[src/pmdc_pkg.sv]
`timescale 1ns / 1ps
// ----------------------------------------------------------------------------
// pmdc_pkg
// shared types and register map of the pd motor duty controller
// ----------------------------------------------------------------------------
package pmdc_pkg;

    localparam int ErrW    = 16;
    localparam int GainW   = 16;
    localparam int DutyW   = 16;
    localparam int BoundW  = 15;
    localparam int CfgIdxW = 3;
    localparam int CfgDatW = 16;

    // register map
    localparam logic [CfgIdxW-1:0] REG_P_GAIN      = 3'd0;
    localparam logic [CfgIdxW-1:0] REG_D_GAIN      = 3'd1;
    localparam logic [CfgIdxW-1:0] REG_DUTY_BASE   = 3'd2;
    localparam logic [CfgIdxW-1:0] REG_INVERT_DIR  = 3'd3;
    localparam logic [CfgIdxW-1:0] REG_ERROR_BOUND = 3'd4;

    typedef struct packed {
        logic [GainW-1:0]  p_gain;
        logic [GainW-1:0]  d_gain;
        logic [DutyW-1:0]  duty_base;
        logic              invert_direction;
        logic [BoundW-1:0] error_bound;
    } pmdc_cfg_t;

endpackage

[src/pmdc_ram.sv]
`timescale 1ns / 1ps
// ----------------------------------------------------------------------------
// pmdc_ram
// generic simple dual port ram, one write and one registered read port
// ----------------------------------------------------------------------------
module pmdc_ram #(
    parameter int WIDTH = 16,
    parameter int DEPTH = 8,
    parameter int ADDR_W = 3
) (
    input  logic              clk,
    input  logic              wr_en,
    input  logic [ADDR_W-1:0] wr_addr,
    input  logic [WIDTH-1:0]  wr_data,
    input  logic              rd_en,
    input  logic [ADDR_W-1:0] rd_addr,
    output logic [WIDTH-1:0]  rd_data
);

    logic [WIDTH-1:0] mem [DEPTH];
    logic [WIDTH-1:0] rd_data_reg;

    // read returns the contents from before a same-cycle write
    always_ff @(posedge clk)
    begin
        if (wr_en)
        begin
            mem[wr_addr] <= wr_data;
        end
        if (rd_en)
        begin
            rd_data_reg <= mem[rd_addr];
        end
    end

    assign rd_data = rd_data_reg;

endmodule

[src/pmdc_cfg.sv]
`timescale 1ns / 1ps
// ----------------------------------------------------------------------------
// pmdc_cfg
// configuration register file
// ----------------------------------------------------------------------------
module pmdc_cfg
    import pmdc_pkg::*;
(
    input  logic               clk,
    input  logic               rst_n,
    input  logic               cfg_valid,
    output logic               cfg_ready,
    input  logic [CfgIdxW-1:0] cfg_index,
    input  logic [CfgDatW-1:0] cfg_data,
    output pmdc_cfg_t          cfg
);

    pmdc_cfg_t cfg_reg;
    pmdc_cfg_t cfg_next;

    assign cfg_ready = 1'b1;

    always_comb
    begin
        cfg_next = cfg_reg;
        if (cfg_valid)
        begin
            unique case (cfg_index)
                REG_P_GAIN:      cfg_next.p_gain           = cfg_data;
                REG_D_GAIN:      cfg_next.d_gain           = cfg_data;
                REG_DUTY_BASE:   cfg_next.duty_base        = cfg_data;
                REG_INVERT_DIR:  cfg_next.invert_direction = cfg_data[0];
                REG_ERROR_BOUND: cfg_next.error_bound      = cfg_data[BoundW-1:0];
                default:         cfg_next = cfg_reg;
            endcase
        end
    end

    always_ff @(posedge clk or negedge rst_n)
    begin
        if (!rst_n)
        begin
            cfg_reg <= '0;
        end
        else
        begin
            cfg_reg <= cfg_next;
        end
    end

    assign cfg = cfg_reg;

endmodule

[src/pmdc_history.sv]
`timescale 1ns / 1ps
// ----------------------------------------------------------------------------
// pmdc_history
// ring of past errors; returns the oldest entry in the cycle after a request
// ----------------------------------------------------------------------------
module pmdc_history
    import pmdc_pkg::*;
#(
    parameter int HISTORY_DEPTH = 8
) (
    input  logic            clk,
    input  logic            rst_n,
    input  logic            push,
    input  logic [ErrW-1:0] push_data,
    output logic [ErrW-1:0] oldest
);

    localparam int PtrW  = (HISTORY_DEPTH > 1) ? $clog2(HISTORY_DEPTH) : 1;
    localparam int FillW = $clog2(HISTORY_DEPTH + 1);
    localparam logic [PtrW-1:0]  PtrLast = PtrW'(HISTORY_DEPTH - 1);
    localparam logic [FillW-1:0] FillFull = FillW'(HISTORY_DEPTH);

    logic [PtrW-1:0]  ptr_reg;
    logic [PtrW-1:0]  ptr_next;
    logic [FillW-1:0] fill_reg;
    logic [FillW-1:0] fill_next;
    logic             full_reg;
    logic [ErrW-1:0]  rd_data;

    // the new error goes into the slot of the oldest one in the same cycle
    pmdc_ram #(
        .WIDTH  (ErrW),
        .DEPTH  (HISTORY_DEPTH),
        .ADDR_W (PtrW)
    ) u_ram (
        .clk     (clk),
        .wr_en   (push),
        .wr_addr (ptr_reg),
        .wr_data (push_data),
        .rd_en   (push),
        .rd_addr (ptr_reg),
        .rd_data (rd_data)
    );

    always_comb
    begin
        ptr_next  = ptr_reg;
        fill_next = fill_reg;
        if (push)
        begin
            ptr_next = (ptr_reg == PtrLast) ? '0 : ptr_reg + 1'b1;
            if (fill_reg != FillFull)
            begin
                fill_next = fill_reg + 1'b1;
            end
        end
    end

    always_ff @(posedge clk or negedge rst_n)
    begin
        if (!rst_n)
        begin
            ptr_reg  <= '0;
            fill_reg <= '0;
            full_reg <= 1'b0;
        end
        else
        begin
            ptr_reg  <= ptr_next;
            fill_reg <= fill_next;
            if (push)
            begin
                full_reg <= (fill_reg == FillFull);
            end
        end
    end

    // slots never written read as the reset value of zero
    assign oldest = full_reg ? rd_data : '0;

endmodule

[src/pd_motor_duty_controller.sv]
`timescale 1ns / 1ps
// ----------------------------------------------------------------------------
// pd_motor_duty_controller
// proportional-derivative duty controller for one motor joint
// ----------------------------------------------------------------------------
// Takes one signed angle error per request and returns one duty magnitude,
// direction and settled flag per request. The block is a three-register
// pipeline: input register with the history ring read, product register
// (the two gain multiplies), result register (sum, magnitude, shift and
// clamp). A new request is taken every clock cycle while the input is not
// stalled. A stage advances whenever the one after it is empty or moving
// on, so gaps close up and the input stalls only once all three stages
// hold requests behind a waiting result. The history ring is a ram written
// and read once per request; unwritten slots read as zero through a fill
// count, so no clearing pass follows reset.
// Configuration writes complete in the cycle they are presented.
module pd_motor_duty_controller
    import pmdc_pkg::*;
#(
    parameter int HISTORY_DEPTH = 8
) (
    input  logic               clk,
    input  logic               rst_n,
    input  logic               cfg_valid,
    output logic               cfg_ready,
    input  logic [CfgIdxW-1:0] cfg_index,
    input  logic [CfgDatW-1:0] cfg_data,
    input  logic               in_valid,
    output logic               in_ready,
    input  logic signed [ErrW-1:0] angle_error,
    output logic               out_valid,
    input  logic               out_ready,
    output logic [DutyW-1:0]   duty_magnitude,
    output logic               clockwise,
    output logic               settled
);

    localparam int PW = 32;
    localparam int DW = 33;
    localparam int SW = 34;

    pmdc_cfg_t cfg;
    logic [ErrW-1:0] oldest;
    logic            in_accept;

    // stage 1
    logic                   s1_valid_reg;
    logic signed [ErrW-1:0] e_s1_reg;
    logic                   s1_ready;

    // stage 2
    logic                 s2_valid_reg;
    logic signed [PW-1:0] p_prod_reg;
    logic signed [DW-1:0] d_prod_reg;
    logic                 cw_s2_reg;
    logic                 settled_s2_reg;
    logic                 s2_ready;
    logic signed [PW-1:0] p_prod_next;
    logic signed [DW-1:0] d_prod_next;
    logic signed [ErrW:0] de;
    logic [ErrW-1:0]      abs_e;
    logic                 cw_next;
    logic                 settled_next;

    // stage 3
    logic                 s3_valid_reg;
    logic [DutyW-1:0]     duty_reg;
    logic                 cw_s3_reg;
    logic                 settled_s3_reg;
    logic                 s3_ready;
    logic signed [SW-1:0] sum;
    logic [SW-1:0]        mag;
    logic [SW-9:0]        mag_shift;
    logic [DutyW-1:0]     limit;
    logic [DutyW-1:0]     duty_next;

    pmdc_cfg u_cfg (
        .clk       (clk),
        .rst_n     (rst_n),
        .cfg_valid (cfg_valid),
        .cfg_ready (cfg_ready),
        .cfg_index (cfg_index),
        .cfg_data  (cfg_data),
        .cfg       (cfg)
    );

    pmdc_history #(
        .HISTORY_DEPTH (HISTORY_DEPTH)
    ) u_history (
        .clk       (clk),
        .rst_n     (rst_n),
        .push      (in_accept),
        .push_data (angle_error),
        .oldest    (oldest)
    );

    // handshake chain
    assign s3_ready  = !s3_valid_reg || out_ready;
    assign s2_ready  = !s2_valid_reg || s3_ready;
    assign s1_ready  = !s1_valid_reg || s2_ready;
    assign in_ready  = s1_ready;
    assign in_accept = in_valid && in_ready;

    // stage 1 to 2: difference, products, direction and settled flag
    always_comb
    begin
        de = {e_s1_reg[ErrW-1], e_s1_reg} - {oldest[ErrW-1], oldest};
        p_prod_next = signed'({{(PW-GainW){1'b0}}, cfg.p_gain})
                    * signed'({{(PW-ErrW){e_s1_reg[ErrW-1]}}, e_s1_reg});
        d_prod_next = signed'({{(DW-GainW){1'b0}}, cfg.d_gain})
                    * signed'({{(DW-ErrW-1){de[ErrW]}}, de});
        abs_e = e_s1_reg[ErrW-1] ? ErrW'(-e_s1_reg) : e_s1_reg;
        settled_next = (abs_e <= {1'b0, cfg.error_bound});
        if (cfg.invert_direction)
        begin
            cw_next = e_s1_reg[ErrW-1];
        end
        else
        begin
            cw_next = !e_s1_reg[ErrW-1] && (e_s1_reg != '0);
        end
    end

    // stage 2 to 3: sum, magnitude, truncating shift, clamp
    always_comb
    begin
        sum = {{(SW-PW){p_prod_reg[PW-1]}}, p_prod_reg}
            + {{(SW-DW){d_prod_reg[DW-1]}}, d_prod_reg};
        mag = sum[SW-1] ? SW'(-sum) : sum;
        mag_shift = mag[SW-1:8];
        limit = 16'hFFFF - cfg.duty_base;
        if (mag_shift > {{(SW-8-DutyW){1'b0}}, limit})
        begin
            duty_next = limit;
        end
        else
        begin
            duty_next = mag_shift[DutyW-1:0];
        end
    end

    always_ff @(posedge clk or negedge rst_n)
    begin
        if (!rst_n)
        begin
            s1_valid_reg <= 1'b0;
            s2_valid_reg <= 1'b0;
            s3_valid_reg <= 1'b0;
        end
        else
        begin
            if (s1_ready)
            begin
                s1_valid_reg <= in_valid;
            end
            if (s2_ready)
            begin
                s2_valid_reg <= s1_valid_reg;
            end
            if (s3_ready)
            begin
                s3_valid_reg <= s2_valid_reg;
            end
        end
    end

    always_ff @(posedge clk)
    begin
        if (in_accept)
        begin
            e_s1_reg <= angle_error;
        end
        if (s2_ready && s1_valid_reg)
        begin
            p_prod_reg     <= p_prod_next;
            d_prod_reg     <= d_prod_next;
            cw_s2_reg      <= cw_next;
            settled_s2_reg <= settled_next;
        end
        if (s3_ready && s2_valid_reg)
        begin
            duty_reg       <= duty_next;
            cw_s3_reg      <= cw_s2_reg;
            settled_s3_reg <= settled_s2_reg;
        end
    end

    assign out_valid      = s3_valid_reg;
    assign duty_magnitude = duty_reg;
    assign clockwise      = cw_s3_reg;
    assign settled        = settled_s3_reg;

endmodule
[config.mk]
export PLATFORM = sky130hd
export DESIGN_NAME = pd_motor_duty_controller
export DESIGN_NICKNAME = d
export VERILOG_FILES = /design/src/pmdc_pkg.sv /design/src/pmdc_ram.sv /design/src/pmdc_cfg.sv /design/src/pmdc_history.sv /design/src/pd_motor_duty_controller.sv
export SDC_FILE = /design/constraint.sdc
export NUM_CORES = 2
export LEC_CHECK = 0
export BUFFER_PORTS_ARGS = -buffer_cell sky130_fd_sc_hd__buf_2
export CORE_MARGIN = 4
export CORE_UTILIZATION = 30
export CTS_BUF_LIST = sky130_fd_sc_hd__clkbuf_4 sky130_fd_sc_hd__clkbuf_8
export DETAILED_ROUTE_END_ITERATION = 8
export PLACE_DENSITY = 0.48
export SYNTH_ARGS = -nofsm -noshare
export SYNTH_HDL_FRONTEND = slang
export SYNTH_SLANG_ARGS = --single-unit
export TNS_END_PERCENT = 50
[constraint.sdc]
create_clock -name clk -period 14.75 [get_ports clk]
set_input_delay 0 -clock clk [delete_from_list [all_inputs] [get_ports clk]]
set_output_delay 0 -clock clk [all_outputs]
set_load 0.02 [all_outputs]
==> impl_metrics.py <==
metrics = {
    "logic_synthesis": {
        "synth_area_leader_cell": "fa_1",
        "postSynth.asyncResetShare": 0.234,
        "synth_flop_cell": "edfxtp_1",
        "synth_seq_area_share": 0.275,
        "ys_types": 82,
        "syn_area_mm2": 0.0336,
        "synth_top_area_share": 0.242,
        "synth-edff-count": 245,
        "netlist_instances": 3331,
        "synth_seq_cells": 320,
        "synth_warnings": 0,
        "avgSynthCellArea_um2": 10.1,
        "synth_area_leaders": "fa_1, edfxtp_1, ha_1, inv_1, dfrtp_1",
        "syn-num-nets": 4101,
    },
    "critical_path": {
        "max_stage_delay_ps": 840,
        "crit_path_end_kind": "flop",
        "worstPathMaxFanout": 20,
        "cp_slowest_cell": "edfxtp_1",
        "worstReg2RegStart": "e_s1_reg[1]",
        "crit_path_start_kind": "flop",
        "crit_required_ps": 15130,
        "worstPathArrival_ps": 10370,
        "crit_top_cell": "fa_1",
        "crit_type": "reg2reg",
        "crit_path_start": "e_s1_reg[1]",
    },
    "floorplanning": {
        "row_count": 122,
        "io_pins": 61,
        "die_height_um": 343,
        "start_util": 0.303,
        "die_area_mm2": 0.117,
        "core-area_mm2": 0.111,
        "die_width_um": 343,
    },
    "layout": {
        "post-route-util": 0.338,
        "final_layout_size_suffix_gt1_frac": 0.0927,
        "nets": 4201,
        "largest_reg_flops": 128,
        "area_growth_pct": 11.5,
    },
    "run": {
        "cap_violations": 0,
    },
    "hold_path": {
        "min_path_type": "in2reg",
        "min_from": "cfg_index[2]",
    },
    "route": {
        "route.detailed.drc": 0,
        "routedWlPerCell_um": 18.4,
        "finalWirelength_um": 91600,
        "wl_met3_um": 4350,
        "dr.pass1.iters": 8,
        "initialDrtViolationCount": 1328,
        "dr_total_vias": 23200,
        "ant_nets": 0,
        "viasPerCell": 4.67,
        "wl_met2_um": 41900,
        "top_layer": "met5",
        "wl_met1_um": 43600,
    },
    "clocking": {
        "cts_tree": "built",
        "root_buffer": "clkbuf_8",
        "insertion_delay_ps": 650,
        "clock_path_buffers": 3,
        "cts_resized": 0,
        "cts_setup_buffers": 0,
        "cts_made_buffers": 55,
        "clk_pin_slew_ps": 60,
        "clkSinkCount": 320,
        "htreeDepth": 2,
    },
    "sta": {
        "layout_setup_ws_ps": 4760,
        "rsz0062_at_grt": "no",
        "slew_headroom": 0.300,
        "holdWs_ps": 98.9,
        "fmax_ghz": 0.100,
        "setup_viol": 0,
        "tightest_slew_ps": 1050,
        "hold_viol": 0,
        "slew_viol_final": 0,
        "fin_crit_ps": 9990,
        "fin_skew_ps": 22.3,
        "setup_tns_ps": 0,
        "fin_crit_sh": 0.677,
    },
    "grt": {
        "grt_pass1_vias": 24100,
        "grt_usage": 0.159,
        "grt_max_degree": 68,
        "grt_overflow_total": 0,
        "antenna_found_initial": 6,
        "grt_pass1_wl_um": 143000,
    },
    "run_status": {
        "outcome": "completed",
    },
    "placed_design": {
        "dp_hpwl_um": 69200,
        "portBuffers": 59,
        "dp_slack_ps": 4760,
        "globalplace.congestion": 0.824,
    },
}
==> cell usage after synthesis, types with 7 or more instances <==
cell	number
ha_1	325
mux2_4	9
inv_1	578
nand4_1	14
xnor2_1	84
a21oi_1	109
a21o_1	38
o31ai_1	14
nor3b_1	15
mux2i_1	21
nand3_1	31
o21bai_1	9
a21boi_0	8
nor2_1	105
nor2b_1	57
nor3_1	35
dfrtp_1	75
o221ai_1	7
o21a_1	20
or3_1	9
o21ai_0	103
edfxtp_1	245
mux4_2	8
mux2_2	53
nand2_1	416
a22oi_1	12
a31oi_1	22
nand2b_1	44
and3_1	12
buf_1	14
and2_1	183
fa_1	405
clkbuf_1	107
xor2_1	28
a211oi_1	10
==> final cells by class <==
class | count | area [um2]
clock buffer | 88 | 1050
clock inverter | 13 | 96.3
timing repair buffer | 167 | 1230
fill | 11500 | 73400
antenna | 2 | 5.00
multi-input combinational | 2308 | 21800
inverter | 579 | 2170
tap | 1488 | 1860
sequential | 320 | 9240
==> final timing paths <==
path / to / slack (ps) / cells past startpoint
min in group asynchronous: u_cfg.cfg[11] / 240 / 3
worst max-delay path: d_prod_reg[32] / 4760 / 32
max in group asynchronous: u_history.ptr_reg[2] / 13730 / 3
worst min register to register: clockwise / 420 / 0
worst max register to register: d_prod_reg[32] / 4760 / 32
worst min-delay path: u_cfg.cfg[42] / 100 / 4
==> cells by family after synthesis <==
kind of cell,count (synthesis),share of synthesized area
AO/OA/AOI/OAI,411,0.0782
multiplexers,91,0.0334
adder cells (fa/ha/maj),730,0.363
XOR/XNOR,112,0.0292
flip-flops,320,0.275
AND/OR/NAND/NOR,963,0.142
buffers and inverters,703,0.0790
other,1,0.000112
==> repair_timing <==
action / CTS / global route
hold endpoints to repair: 286 / 0
hold buffers: 49 / 0
endpoints found under the setup margin: 0 / 0
==> worst max-delay path: cells and delay by family (launching register included) <==
kind	cells	cell delay, ps
and+or+nand+nor	4	990
DFF	1	840
AOI/OAI and AO/OA	16	3790
buffers and inverters	3	160
adders and majority gates	8	3830
xor gates and xnor gates	1	120
==> stage by stage <==
| step | std cells | instance area (um2) |
|---|---|---|
| after CTS | 4963 | 37400 |
| after floorplan | 3331 | 33600 |
| after global placement | 4813 | 35800 |
| after global routing | 4963 | 37400 |
| after detailed placement | 4813 | 35800 |
| final | 4965 | 37400 |
==> metal layers <==
metal / GRT usage / vias up
met4: 0.0330 / 2
met1: 0.226 / 11600
met2: 0.256 / 405
li1: - / 11000
met5: 0 / -
met3: 0.0268 / 81
==> cells in the final DEF, fill, tap and decap left out, types with 84 or more instances in the layout <==
cell	instances
nand2_1	416
and2_1	182
o21ai_0	103
a21oi_1	109
inv_1	578
xnor2_1	84
edfxtp_1	245
fa_1	405
ha_1	325
nor2_1	102
Power is not shown: default switching activity piles up to over one toggle a cycle in this logic, so the estimate is an artifact.
